<file path="config.mk">
export PLATFORM = sky130hd
export DESIGN_NAME = link_failover_selector_top
export DESIGN_NICKNAME = d
export VERILOG_FILES = /design/src/design/lfs_pkg.sv /design/src/design/lfs_grade.sv /design/src/design/link_failover_selector_top.sv
export SDC_FILE = /design/constraint.sdc
export NUM_CORES = 1
export LEC_CHECK = 0
export ABC_AREA = 1
export BUFFER_PORTS_ARGS = -buffer_cell sky130_fd_sc_hd__buf_2
export CAP_MARGIN = 15
export CORE_MARGIN = 5
export CORE_UTILIZATION = 45
export DETAILED_ROUTE_END_ITERATION = 12
export PLACE_DENSITY = 0.67
export SLEW_MARGIN = 20
export SYNTH_ARGS = -nofsm -noshare
export SYNTH_HDL_FRONTEND = slang
export SYNTH_SLANG_ARGS = --single-unit
</file>
<file path="constraint.sdc">
create_clock -name aclk -period 5.35 [get_ports aclk]
set_clock_uncertainty 0.15 [all_clocks]
set_input_delay 0.8025 -clock aclk [delete_from_list [all_inputs] [get_ports aclk]]
set_output_delay 0.8025 -clock aclk [all_outputs]
set_load 0.01 [all_outputs]
</file>
<file path="src/design/lfs_pkg.sv">
// Link failover selector: shared types, constants and helper functions.
// Used by every module of the selector; depends on nothing.
`default_nettype none

package lfs_pkg;

    // Field widths fixed by the interface
    localparam int HEALTH_W  = 7;
    localparam int PIDX_W    = 3;
    localparam int CNT_W     = 4;
    localparam int LAT_W     = 16;
    localparam int PRIO_W    = 4;
    localparam int CFG_W     = 7;
    localparam int CFG_ADR_W = 2;

    // Number of table slots the index field can reach
    localparam int LINK_SLOTS = 2 ** PIDX_W;

    // Item kinds
    localparam logic KIND_UPDATE = 1'b0;
    localparam logic KIND_EVAL   = 1'b1;

    // Result status codes
    localparam logic STATUS_OK      = 1'b0;
    localparam logic STATUS_NO_LINK = 1'b1;

    // Configuration register indexes
    localparam logic [CFG_ADR_W-1:0] CFG_ACTIVE_LINKS = 2'd0;
    localparam logic [CFG_ADR_W-1:0] CFG_FAIL_THRESH  = 2'd1;
    localparam logic [CFG_ADR_W-1:0] CFG_BACKUP_MIN   = 2'd2;

    // Configuration reset values
    localparam logic [CNT_W-1:0]    RST_ACTIVE_LINKS = 4'd8;
    localparam logic [CFG_W-1:0]    RST_FAIL_THRESH  = 7'd30;
    localparam logic [CFG_W-1:0]    RST_BACKUP_MIN   = 7'd50;

    // Health arithmetic constants
    localparam logic [HEALTH_W-1:0] HEALTH_FULL   = 7'd100;
    localparam logic [HEALTH_W-1:0] PEN_UNREACH   = 7'd50;
    localparam logic [HEALTH_W-1:0] PEN_LAT_100   = 7'd10;
    localparam logic [HEALTH_W-1:0] PEN_LAT_200   = 7'd25;
    localparam logic [HEALTH_W-1:0] PEN_LAT_500   = 7'd40;
    localparam logic [HEALTH_W-1:0] PEN_LAT_HIGH  = 7'd50;
    localparam logic [LAT_W-1:0]    LAT_BAND_50   = 16'd50;
    localparam logic [LAT_W-1:0]    LAT_BAND_100  = 16'd100;
    localparam logic [LAT_W-1:0]    LAT_BAND_200  = 16'd200;
    localparam logic [LAT_W-1:0]    LAT_BAND_500  = 16'd500;

    // One table entry
    typedef struct packed {
        logic              enabled;
        logic              up;
        logic              reachable;
        logic [LAT_W-1:0]  latency;
        logic [PRIO_W-1:0] prio;
    } link_entry_t;

    // Grade of one entry as produced by the shared scoring unit
    typedef struct packed {
        logic                eligible;
        logic [HEALTH_W-1:0] health;
        logic [HEALTH_W-1:0] score;
    } lfs_grade_t;

    // Sequencer states
    typedef enum logic [2:0] {
        ST_IDLE,
        ST_CHECK,
        ST_SCAN,
        ST_RESOLVE,
        ST_FINAL
    } lfs_state_t;

    // Priority bonus: (5 - priority) * 5 for priorities below five
    function automatic logic [HEALTH_W-1:0] prio_bonus(input logic [PRIO_W-1:0] prio);
        logic [HEALTH_W-1:0] b;
        begin
            unique case (prio)
                4'd0:    b = 7'd25;
                4'd1:    b = 7'd20;
                4'd2:    b = 7'd15;
                4'd3:    b = 7'd10;
                4'd4:    b = 7'd5;
                default: b = 7'd0;
            endcase
            return b;
        end
    endfunction

endpackage

`default_nettype wire

</file>
<file path="src/design/lfs_grade.sv">
// Shared scoring unit: health and selection score of one link entry.
// Depends on lfs_pkg for the entry and grade types.
`default_nettype none

module lfs_grade (
    input  var lfs_pkg::link_entry_t entry,
    output var lfs_pkg::lfs_grade_t  grade
);
    import lfs_pkg::*;

    logic [HEALTH_W-1:0] lat_pen;
    logic [HEALTH_W-1:0] reach_pen;
    logic [HEALTH_W-1:0] health;

    // Pick the latency penalty band; latency below 50 costs nothing
    always_comb begin
        priority if (entry.latency < LAT_BAND_50) begin
            lat_pen = '0;
        end else if (entry.latency < LAT_BAND_100) begin
            lat_pen = PEN_LAT_100;
        end else if (entry.latency < LAT_BAND_200) begin
            lat_pen = PEN_LAT_200;
        end else if (entry.latency < LAT_BAND_500) begin
            lat_pen = PEN_LAT_500;
        end else begin
            lat_pen = PEN_LAT_HIGH;
        end
    end

    // Penalties sum to at most the full score, so no clamp is needed
    assign reach_pen = entry.reachable ? '0 : PEN_UNREACH;
    assign health    = entry.up ? (HEALTH_FULL - reach_pen - lat_pen) : '0;

    assign grade.eligible = entry.enabled && entry.up;
    assign grade.health   = health;
    assign grade.score    = health + prio_bonus(entry.prio);

endmodule

`default_nettype wire

</file>
<file path="src/design/link_failover_selector_top.sv">
// Link failover selector top level: link table, sequencer and result register.
// Depends on lfs_pkg and instantiates the shared scoring unit lfs_grade.
// An update beat also gives a result; an evaluate beat that runs a scan reads
// min(active_links, MAX_LINKS, 8) table entries, one table entry per cycle
// through the single table read port and scoring unit.
// Throughput: one beat at a time; s_ready returns once the result is registered.
// Reset (aresetn low, synchronous): table cleared, no primary, config to defaults.
`default_nettype none

module link_failover_selector_top #(
    parameter int MAX_LINKS = 8
) (
    input  wire                           aclk,
    input  wire                           aresetn,
    // configuration write port
    input  wire                           cfg_we,
    input  wire [lfs_pkg::CFG_ADR_W-1:0]  cfg_addr,
    input  wire [lfs_pkg::CFG_W-1:0]      cfg_wdata,
    // input channel
    input  wire                           s_valid,
    output logic                          s_ready,
    input  wire                           s_kind,
    input  wire [lfs_pkg::PIDX_W-1:0]     s_link_index,
    input  wire                           s_link_enabled,
    input  wire                           s_link_up,
    input  wire                           s_link_reachable,
    input  wire [lfs_pkg::LAT_W-1:0]      s_latency_ms,
    input  wire [lfs_pkg::PRIO_W-1:0]     s_link_priority,
    // result channel
    output logic                          m_valid,
    input  wire                           m_ready,
    output logic                          m_status,
    output logic                          m_primary_valid,
    output logic [lfs_pkg::PIDX_W-1:0]    m_primary_link,
    output logic                          m_switched,
    output logic [lfs_pkg::HEALTH_W-1:0]  m_health
);
    import lfs_pkg::*;

    // Entries past the reach of the index field stay disabled, so hold none
    localparam int TBL     = (MAX_LINKS < LINK_SLOTS) ? MAX_LINKS : LINK_SLOTS;
    localparam int IW      = $clog2(TBL);
    localparam int MAXN_I  = (MAX_LINKS > (2 ** CNT_W - 1)) ? (2 ** CNT_W - 1) : MAX_LINKS;
    localparam logic [CNT_W-1:0] MAXN = CNT_W'(MAXN_I);
    localparam logic [CNT_W-1:0] TBLN = CNT_W'(TBL);

    // Configuration registers
    logic [CNT_W-1:0]    active_reg;
    logic [CFG_W-1:0]    thr_reg;
    logic [CFG_W-1:0]    bmin_reg;

    // Link table and primary
    link_entry_t         tbl_reg [TBL];
    logic                pv_reg, pv_next;
    logic [PIDX_W-1:0]   pidx_reg, pidx_next;

    // Sequencer
    lfs_state_t          state_reg, state_next;
    logic [IW-1:0]       cnt_reg, cnt_next;
    logic [IW-1:0]       best_reg, best_next;
    logic [HEALTH_W-1:0] best_val_reg, best_val_next;
    logic                found_reg, found_next;
    logic                sel_mode_reg, sel_mode_next;
    logic                status_reg, status_next;
    logic                switched_reg, switched_next;
    logic [IW-1:0]       rd_addr_reg, rd_addr_next;
    logic                hvalid_reg, hvalid_next;

    // Result register
    logic                m_valid_reg;
    logic                m_status_reg;
    logic                m_pv_reg;
    logic [PIDX_W-1:0]   m_plink_reg;
    logic                m_switched_reg;
    logic [HEALTH_W-1:0] m_health_reg;

    // Datapath nets
    logic                in_beat;
    logic                upd_ok;
    logic [CNT_W-1:0]    n_act;
    logic [CNT_W-1:0]    scan_lim;
    logic                scan_last;
    logic                need_select;
    logic                prim_ok;
    logic                out_free;
    logic [IW-1:0]       rd_addr;
    link_entry_t         rd_entry;
    link_entry_t         wr_entry;
    lfs_grade_t          grade;
    logic                cand_ok;
    logic [HEALTH_W-1:0] cand_val;
    logic                cand_take;

    // Shared scoring unit on the table read port
    lfs_grade u_grade (
        .entry (rd_entry),
        .grade (grade)
    );

    // Derive counts and decisions
    assign in_beat     = s_valid && s_ready;
    assign upd_ok      = {1'b0, s_link_index} < TBLN;
    assign n_act       = (active_reg > MAXN) ? MAXN : active_reg;
    assign scan_lim    = (n_act > TBLN) ? TBLN : n_act;
    assign scan_last   = CNT_W'(cnt_reg) == (scan_lim - CNT_W'(1));
    assign need_select = !pv_reg || ({1'b0, pidx_reg} >= n_act);
    assign prim_ok     = grade.eligible && (grade.health >= thr_reg)
                         || (rd_entry.up && (grade.health >= thr_reg));
    assign out_free    = !m_valid_reg || m_ready;

    // Candidate test for the entry under the scan counter
    assign cand_ok   = grade.eligible
                       && (sel_mode_reg
                           || ((PIDX_W'(cnt_reg) != pidx_reg) && (grade.health >= bmin_reg)));
    assign cand_val  = sel_mode_reg ? grade.score : grade.health;
    assign cand_take = cand_ok && (!found_reg || (cand_val > best_val_reg));

    assign wr_entry = '{enabled:   s_link_enabled,
                        up:        s_link_up,
                        reachable: s_link_reachable,
                        latency:   s_latency_ms,
                        prio:      s_link_priority};

    // Next state
    always_comb begin
        state_next = state_reg;
        unique case (state_reg)
            ST_IDLE: begin
                if (in_beat) begin
                    if (s_kind == KIND_UPDATE || n_act == '0) begin
                        state_next = ST_FINAL;
                    end else if (need_select) begin
                        state_next = ST_SCAN;
                    end else begin
                        state_next = ST_CHECK;
                    end
                end
            end
            ST_CHECK: begin
                state_next = prim_ok ? ST_FINAL : ST_SCAN;
            end
            ST_SCAN: begin
                if (scan_last) begin
                    state_next = ST_RESOLVE;
                end
            end
            ST_RESOLVE: begin
                state_next = ST_FINAL;
            end
            ST_FINAL: begin
                if (out_free) begin
                    state_next = ST_IDLE;
                end
            end
            default: begin
                state_next = ST_IDLE;
            end
        endcase
    end

    // Sequencer outputs: handshake and read port address
    always_comb begin
        s_ready = 1'b0;
        rd_addr = rd_addr_reg;
        unique case (state_reg)
            ST_IDLE:    s_ready = 1'b1;
            ST_CHECK:   rd_addr = pidx_reg[IW-1:0];
            ST_SCAN:    rd_addr = cnt_reg;
            ST_RESOLVE: rd_addr = rd_addr_reg;
            ST_FINAL:   rd_addr = rd_addr_reg;
            default:    rd_addr = rd_addr_reg;
        endcase
    end

    assign rd_entry = tbl_reg[rd_addr];

    // Work registers of the sequencer
    always_comb begin
        pv_next       = pv_reg;
        pidx_next     = pidx_reg;
        cnt_next      = cnt_reg;
        best_next     = best_reg;
        best_val_next = best_val_reg;
        found_next    = found_reg;
        sel_mode_next = sel_mode_reg;
        status_next   = status_reg;
        switched_next = switched_reg;
        rd_addr_next  = rd_addr_reg;
        hvalid_next   = hvalid_reg;
        unique case (state_reg)
            ST_IDLE: begin
                if (in_beat) begin
                    status_next   = STATUS_OK;
                    switched_next = 1'b0;
                    cnt_next      = '0;
                    found_next    = 1'b0;
                    sel_mode_next = 1'b1;
                    if (s_kind == KIND_UPDATE) begin
                        rd_addr_next = s_link_index[IW-1:0];
                        hvalid_next  = upd_ok;
                    end else if (n_act == '0) begin
                        status_next  = STATUS_NO_LINK;
                        rd_addr_next = pidx_reg[IW-1:0];
                        hvalid_next  = pv_reg;
                    end
                end
            end
            ST_CHECK: begin
                sel_mode_next = 1'b0;
                rd_addr_next  = pidx_reg[IW-1:0];
                hvalid_next   = 1'b1;
            end
            ST_SCAN: begin
                if (cand_take) begin
                    best_next     = cnt_reg;
                    best_val_next = cand_val;
                    found_next    = 1'b1;
                end
                cnt_next = cnt_reg + IW'(1);
            end
            ST_RESOLVE: begin
                if (found_reg) begin
                    pv_next       = 1'b1;
                    pidx_next     = PIDX_W'(best_reg);
                    switched_next = 1'b1;
                    rd_addr_next  = best_reg;
                    hvalid_next   = 1'b1;
                end else begin
                    status_next  = STATUS_NO_LINK;
                    rd_addr_next = pidx_reg[IW-1:0];
                    if (sel_mode_reg) begin
                        pv_next     = 1'b0;
                        pidx_next   = '0;
                        hvalid_next = 1'b0;
                    end else begin
                        hvalid_next = pv_reg;
                    end
                end
            end
            ST_FINAL: begin
            end
            default: begin
            end
        endcase
    end

    // Hold sequencer, primary and configuration
    always_ff @(posedge aclk) begin
        if (!aresetn) begin
            state_reg    <= ST_IDLE;
            pv_reg       <= 1'b0;
            pidx_reg     <= '0;
            active_reg   <= RST_ACTIVE_LINKS;
            thr_reg      <= RST_FAIL_THRESH;
            bmin_reg     <= RST_BACKUP_MIN;
            cnt_reg      <= '0;
            found_reg    <= 1'b0;
            sel_mode_reg <= 1'b1;
            hvalid_reg   <= 1'b0;
        end else begin
            state_reg    <= state_next;
            pv_reg       <= pv_next;
            pidx_reg     <= pidx_next;
            cnt_reg      <= cnt_next;
            found_reg    <= found_next;
            sel_mode_reg <= sel_mode_next;
            hvalid_reg   <= hvalid_next;
            if (cfg_we) begin
                unique case (cfg_addr)
                    CFG_ACTIVE_LINKS: active_reg <= cfg_wdata[CNT_W-1:0];
                    CFG_FAIL_THRESH:  thr_reg    <= cfg_wdata;
                    CFG_BACKUP_MIN:   bmin_reg   <= cfg_wdata;
                    default:          ;
                endcase
            end
        end
    end

    // Payload of the sequencer
    always_ff @(posedge aclk) begin
        best_reg     <= best_next;
        best_val_reg <= best_val_next;
        status_reg   <= status_next;
        switched_reg <= switched_next;
        rd_addr_reg  <= rd_addr_next;
    end

    // Clear the table on reset and rewrite one entry on an in-range update beat
    always_ff @(posedge aclk) begin
        if (!aresetn) begin
            for (int i = 0; i < TBL; i++) begin
                tbl_reg[i] <= '0;
            end
        end else if (in_beat && s_kind == KIND_UPDATE && upd_ok) begin
            tbl_reg[s_link_index[IW-1:0]] <= wr_entry;
        end
    end

    // Load the result register and drop it once taken
    always_ff @(posedge aclk) begin
        if (!aresetn) begin
            m_valid_reg <= 1'b0;
        end else if (state_reg == ST_FINAL && out_free) begin
            m_valid_reg <= 1'b1;
        end else if (m_ready) begin
            m_valid_reg <= 1'b0;
        end
    end

    always_ff @(posedge aclk) begin
        if (state_reg == ST_FINAL && out_free) begin
            m_status_reg   <= status_reg;
            m_pv_reg       <= pv_reg;
            m_plink_reg    <= pidx_reg;
            m_switched_reg <= switched_reg;
            m_health_reg   <= hvalid_reg ? grade.health : '0;
        end
    end

    assign m_valid         = m_valid_reg;
    assign m_status        = m_status_reg;
    assign m_primary_valid = m_pv_reg;
    assign m_primary_link  = m_plink_reg;
    assign m_switched      = m_switched_reg;
    assign m_health        = m_health_reg;

endmodule

`default_nettype wire

</file>
== Yosys cells after proc, flatten, opt, wreduce, memory -nomap -nowiden ==
Memories as Yosys holds them, arrays and structs flattened.
Index checks and enable logic that the tools add are counted.

* Flip-flop bits (word level): 60
* RAM bits: 184
* Bits of input ports: 41
* Output and inout port bits: 15
* Logic and storage cells: 153
* Memories kept: 1

{| class="wikitable"
|+ Memory list
! name !! depth !! bits a word !! rd ports !! clocked after Yosys merged registers in !! wr ports !! line !! RTL
|-
| tbl_reg || 8 || 23 || 1 || 0 || 8 || link_failover_selector_top.sv:53 || <nowiki>link_entry_t tbl_reg [TBL];</nowiki>
|}

* Add/sub/neg operators: 5
* Order comparisons: 10
* Equality and inequality tests: 19
* Mux-type cells: 55
* Bitwise logic cells: 1
* Reduce and logical (&&, ||, !) cells: 41

{| class="wikitable"
|+ Operator list
! cell !! number
|-
| 2-to-1 mux 3 bit || 13
|-
| 2-to-1 mux 7 bit || 5
|-
| case mux 5 bit (5 select lines) || 1
|-
| 2-to-1 mux 23 bit || 1
|-
| OR reduction 23 bit || 1
|-
| 2-to-1 mux 1 bit || 21
|-
| less-than comparator 16 x 6 -> 1 bit, second input constant || 1
|-
| less-than comparator 16 x 7 -> 1 bit, second input constant || 1
|-
| less-than comparator 16 x 8 -> 1 bit, second input constant || 1
|-
| less-than comparator 16 x 9 -> 1 bit, second input constant || 1
|-
| case mux 3 bit (5 select lines) || 1
|-
| AND reduction 3 bit || 5
|-
| greater-or-equal comparator 7 bit || 2
|-
| AND reduction 2 bit || 7
|-
| != test 2 bit, second input constant || 6
|-
| case mux 3 bit (2 select lines) || 2
|-
| nonzero test 2 bit || 5
|-
| logical AND 1 bit || 9
|-
| case mux 3 bit (3 select lines) || 1
|-
| equality test 4 x 2 -> 1 bit, second input constant || 2
|-
| greater-than comparator 4 bit, second input constant || 2
|-
| logical NOT 4 bit || 2
|-
| 2-to-1 mux 4 bit || 2
|-
| case mux 1 bit (2 select lines) || 4
|-
| other kinds (27) || 35
|}

== Longest topological paths before layout ==
An unclocked memory read counts as a cell.

* Depth in word-level cells: 17
* Gate-level depth with buffers: 45

== Cells and area by module ==
A second synthesis with hierarchy kept.

* Cell total of the unflattened synthesis: 1280
* Area, all modules: 12000.3 sq um

{| class="wikitable"
|+ Modules (own cells, without submodules)
! module !! times used !! cells each !! area an instance (sq um)
|-
| link_failover_selector_top || 1 || 1161 || 11304.6
|-
| lfs_grade || 1 || 119 || 695.7
|}

== Worst setup path before layout ==
Ideal clock, no wire load.

* Kind: register to register
* Start point: register state_reg[2]
* End point: register best_reg[0], enable pin
* Library setup time: 0.334 ns
* Data arrival time: 5.378 ns
* Setup slack: -0.512 ns
* Cell stages (with the launch flop): 35
* Buffers on the path: 3
* Path through: dfxtp_1 -> inv_1 -> nand3_4 -> nand2_4 -> nand3_4 -> nand2_4 -> buf_4 -> buf_2 -> buf_1 -> o21ai_0 -> o22ai_1 -> inv_1 -> o21ai_0 -> inv_1 -> ha_1 -> inv_1 -> ha_1 -> inv_1 -> ha_1 -> nor2_1 -> ha_1 -> a21oi_1 -> inv_1 -> a31oi_1 -> nor2_1 -> o21ai_0 -> a21oi_1 -> xnor2_1 -> ha_1 -> nand2_1 -> o21ai_0 -> a21oi_1 -> a2111oi_0 -> nand2_1 -> inv_1

{| class="wikitable"
|+ RTL lines
! item !! line !! RTL
|-
| start: declaration || link_failover_selector_top.sv:58 || <nowiki>lfs_state_t state_reg, state_next;</nowiki>
|-
| start signal: assignment || link_failover_selector_top.sv:261 || <nowiki>state_reg <= state_next;</nowiki>
|-
| end signal: assignment || link_failover_selector_top.sv:281 || <nowiki>best_reg <= best_next;</nowiki>
|-
| end: declaration || link_failover_selector_top.sv:60 || <nowiki>logic [IW-1:0] best_reg, best_next;</nowiki>
|}

== Worst setup path in the final report ==
* Start point: register state_reg[1]
* End point: register best_reg[1], enable pin

* Cells in the longest elaborated chain, start to end: 16
* Elaborated cells on any way between the ends: 33
* Classes of those cells: add/sub (3); order compare (6); eq/ne (6); mux (9); reduce/logical (8); memory (1)

{| class="wikitable"
|+ Ends and longest elaborated chain
! item !! line !! RTL
|-
| equality test 3 x 2 -> 1 bit / equality test 3 x 1 -> 1 bit (equally long branches) || link_failover_selector_top.sv:165 || <nowiki>unique case (state_reg)</nowiki>
|-
| case mux 3 bit (2 select lines) (*) || link_failover_selector_top.sv:165 ||
|-
| memory (8 x 23 bit) (*) || n/a ||
|-
| less-than comparator 16 x 9 -> 1 bit || lfs_grade.sv:23 || <nowiki>end else if (entry.latency < LAT_BAND_500) begin</nowiki>
|-
| 2-to-1 mux 5 bit || lfs_grade.sv:23 ||
|-
| 2-to-1 mux 7 bit || lfs_grade.sv:21 || <nowiki>end else if (entry.latency < LAT_BAND_200) begin</nowiki>
|-
| 2-to-1 mux 7 bit || lfs_grade.sv:19 || <nowiki>end else if (entry.latency < LAT_BAND_100) begin</nowiki>
|-
| 2-to-1 mux 7 bit || lfs_grade.sv:17 || <nowiki>priority if (entry.latency < LAT_BAND_50) begin</nowiki>
|-
| subtractor 7 bit || lfs_grade.sv:32 || <nowiki>assign health = entry.up ? (HEALTH_FULL - reach_pen - lat_pen) : '0;</nowiki>
|-
| 2-to-1 mux 7 bit || lfs_grade.sv:32 ||
|-
| adder 7 x 5 -> 7 bit || lfs_grade.sv:36 || <nowiki>assign grade.score = health + prio_bonus(entry.prio);</nowiki>
|-
| 2-to-1 mux 7 bit (*) || link_failover_selector_top.sv:115 || <nowiki>assign cand_val = sel_mode_reg ? grade.score : grade.health;</nowiki>
|-
| named net cand_val[1] || link_failover_selector_top.sv:91 || <nowiki>logic [HEALTH_W-1:0] cand_val;</nowiki>
|-
| greater-than comparator 7 bit (*) || link_failover_selector_top.sv:116 || <nowiki>assign cand_take = cand_ok && (!found_reg || (cand_val > best_val_reg));</nowiki>
|-
| logical OR 1 bit (*) || link_failover_selector_top.sv:116 ||
|-
| logical AND 1 bit (*) || link_failover_selector_top.sv:116 ||
|-
| AND reduction 2 bit (no line) (*) || n/a ||
|}

The timed path passes the listed nets; every way through them passes the cells marked *.
A chain may end at the register's enable or synchronous reset.

==> results by group <==
Logic synthesis
  – Synth area leader: edfxtp_1
  – Synth top area share: approximately 53%
  – Syn nets: around 1300
  – #FFs+latches synth: approximately 240
  – Synth warnings: 0
  – Seq/Total Area, Yosys: about 59%
  – Synth Instances: between 1000 and 1500
  – Distinct cells, synth: 50
  – Area of the mapped netlist: between 10000 and 15000 µm²
  – Syn Area/Cell: around 9.6 µm²
  – Largest cells by area after synthesis: edfxtp_1 (53%), nor2_1 (8.1%), nand2_1 (6.3%)

Global route
  – Antenna violations before repair: 0
  – Global-route wire length before repair: 45180 µm
  – Vias in the first global route: around 8600
  – All-layer global routing usage: around 20%
  – GR Overflow Total: 0
  – Largest net degree at the start of global routing: 29

Layout
  – Layout cells sized above 1: about 25%
  – Post-layout instance area: approximately 15000 µm²
  – Diodes inserted: 0
  – P&R area growth vs syn: 26.22%
  – Largest register FFs: around 180
  – Nets@finish: approximately 1500
  – Fillers: ~2200
  – Non-Filler Instances: approximately 1700

Power
  – Peak supply drop: 0.5352 mV
  – Share of power burned in registers: 20.8%
  – Pwr per Cell Area: 753.8 nW/µm²
  – Sw power: approximately 4400 µW
  – Clock power frac: roughly 16%
  – Comb pwr share: a little over three fifths
  – Total power: around 11000 µW
  – Internal power: about 6600 µW
  – Switching Share: 40.27%
  – Leak: 0.006340 µW

Status
  – Failing checks: setup timing
  – Status: finished, violations left

Setup path
  – R2R cell count: 29
  – FF-to-FF End: best_reg[1]$_DFFE_PP_
  – Reg2reg start: state_reg[1]$_SDFFE_PN0P_
  – Most frequent CP cell: o21ai_0
  – Reg2reg setup slack: -0.51 ns
  – Critical-path top delay cell: o21ai_0
  – Startpoint Class: flip-flop
  – Worst Path Required: ~5.4 ns
  – Max incr delay on CP: 0.46 ns
  – Critical Path AT: between 5 and 6 ns
  – Worst Setup End Kind: flip-flop
  – Max Fanout on Critical Path: 16
  – Crit Path Class: flip-flop to flip-flop

Detailed routing
  – Drt initial violations: around 730
  – ANT nets after route: 0
  – Routed WL: 29460 µm
  – 1st-pass router iterations: 5
  – Residual DRC count: 0
  – Via count: just over 9000
  – Routed length per instance: between 15 and 20 µm
  – Routed vias/inst: 5.232

Placed design
  – DP Cell Count: between 1500 and 2000
  – Dpl hpwl: roughly 18000 µm
  – Port-buffer cells: 54
  – DP Area: 12940 µm²
  – Placer Congestion: 0.8604

Job
  – MaxCap Viol Count: 0

STA
  – Least-Margin Pin Slew: 0.9156 ns
  – Final period util: 109.5%
  – Final worst setup slack: -0.5058 ns
  – Max Fclk: between 150 and 200 MHz
  – Hold Slack: 0.2705 ns
  – Setup TNS: -5.090 ns
  – # setup viols final: 11
  – Max Transition Viols Final: 0
  – Final Critical Period: around 5.9 ns
  – RSZ-0062 raised after global routing: yes
  – Relative slew slack: ~38%
  – Fin. Hold Viols: 0

Worst hold path
  – Hold EP: m_status$_DFFE_PP_
  – Hold path cells: 0
  – Hold Path Class: flip-flop to flip-flop
  – Hold_sp: status_reg$_SDFFCE_PP1P_

Floorplanning
  – Die W: approximately 170 µm
  – Initial Util: a little under half
  – Die area: 28960 µm²
  – # rows: 58
  – Core Footprint: ~25000 µm²
  – Die Ht: roughly 170 µm
  – IO Pins: 56

Clocking
  – Clock Root Buffer: clkbuf_16
  – CTS tree: done
  – Max Root-Sink Buffers: 3
  – Clock-pin slew on the worst setup and hold paths: ~0.060 ns
  – Skew-Pair Late Insertion Delay: about 0.54 ns
  – Clk sinks: approximately 240
  – CTS Hold Buffers Added: 0
  – Total CTS buffers: 25
  – H-tree levels: 1
[timing repair]
action	CTS	global route
pin swaps	27	45
resized for setup	36	64
endpoints found under the hold margin	0	0
setup buffers	18	13
gates cloned	5	3
setup endpoints to repair	11	13
[critical path: cells and delay by family (launching register included)]
family / cells / cell delay (ns)
flops: 1 / 0.37
buf+inv: 6 / 1.01
simple gates: 9 / 1.14
compound gates: 11 / 1.86
fa+ha+maj: 3 / 1.01
[worst max-delay path by stage]
stage / slack [ns] / start / endpoint / depth (start not counted)
finish: -0.51 / state_reg[1]$_SDFFE_PN0P_ / best_reg[1]$_DFFE_PP_ / 29
global route: -0.90 / state_reg[1]$_SDFFE_PN0P_ / best_val_reg[6]$_DFFE_PP_ / 39
CTS: -0.38 / state_reg[2]$_SDFFE_PN0P_ / best_val_reg[5]$_DFFE_PP_ / 39
detailed placement: -0.61 / state_reg[2]$_SDFFE_PN0P_ / best_val_reg[6]$_DFFE_PP_ / 37
global placement: -0.42 / state_reg[1]$_SDFFE_PN0P_ / best_val_reg[6]$_DFFE_PP_ / 37
floorplan: 0.02 / state_reg[1]$_SDFFE_PN0P_ / best_reg[0]$_DFFE_PP_ / 34
[power by group through the flow]
stage | clock network (µW) | registers (µW) | logic (µW)
after floorplan | 0 | 2320 | 3580
after global placement | 0 | 2310 | 5510
after detailed placement | 0 | 2320 | 5610
after CTS | 1790 | 2280 | 6320
after global routing | 1880 | 2300 | 7720
final | 1780 | 2280 | 6930
[cells by family after synthesis]
group / share of synthesized area, %
flip-flops: 58.60
AO/OA/AOI/OAI: 5.819
AND/OR/NAND/NOR: 23.57
buffers and inverters: 6.881
XOR/XNOR: 0.8344
adder cells (fa/ha/maj): 4.291
[cell usage after synthesis, drive strengths merged]
library cell and instances:
a2111oi 1, a211oi 1, a21boi 1, a21o 1, a21oi 34, a31oi 2
a32o 3, a41oi 1, and2 1, and3 3, buf 17, clkbuf 27
dfxtp 32, edfxtp 204, fa 1, ha 38, inv 150, nand2 201
nand3 109, nand3b 14, nand4 7, nor2 253, nor3 17, nor4 5
o2111ai 3, o211ai 11, o21ai 50, o221ai 1, o22ai 7, or2 2
xnor2 7, xor2 4
[cells in the final DEF, fill, tap and decap left out, types with 4 or more instances in the layout]
cell type / count
nor2_1: 245
nor2_4: 6
dfxtp_1: 29
nand3b_1: 13
nand2_4: 10
xnor2_1: 7
buf_4: 124
inv_2: 9
nor4_1: 4
ha_1: 34
inv_1: 137
o211ai_1: 11
a21oi_2: 5
nand3_1: 73
nor3_1: 16
o21ai_1: 4
nand3_2: 28
nand2_2: 16
o21ai_0: 43
buf_12: 9
clkinvlp_4: 4
edfxtp_1: 204
buf_6: 6
a21oi_1: 29
clkbuf_1: 5
xor2_1: 4
nand4_1: 7
buf_2: 54
o22ai_1: 7
nand2_1: 173
clkbuf_16: 29
nand3_4: 8
[cell type report]
class                      instances  area [µm²]  area share, %
clock buffer                      33       696.9          4.782
tap                              330       412.9          2.833
timing repair buffer             198        1579          10.83
timing repair inverter             1       7.507        0.05151
clock inverter                    12       148.9          1.022
inverter                         150       575.6          3.949
multi-input combinational        778        4378          30.04
sequential                       236        6775          46.49
[stage by stage]
stage               util (%)  worst slack (ns)
finish                 57.71           -0.5058
global route           57.71           -0.9049
CTS                    56.06           -0.3783
detailed placement     51.23           -0.6112
global placement       51.23           -0.4218
floorplan                  -           0.01641
[routing by layer]
metal  wire length (µm)  GRT usage [%]
met3               2259          2.555
met4                744          5.000
met2              14060          32.81
met5                  0              0
met1              12400          27.32
(Power assumes the default switching activity.)
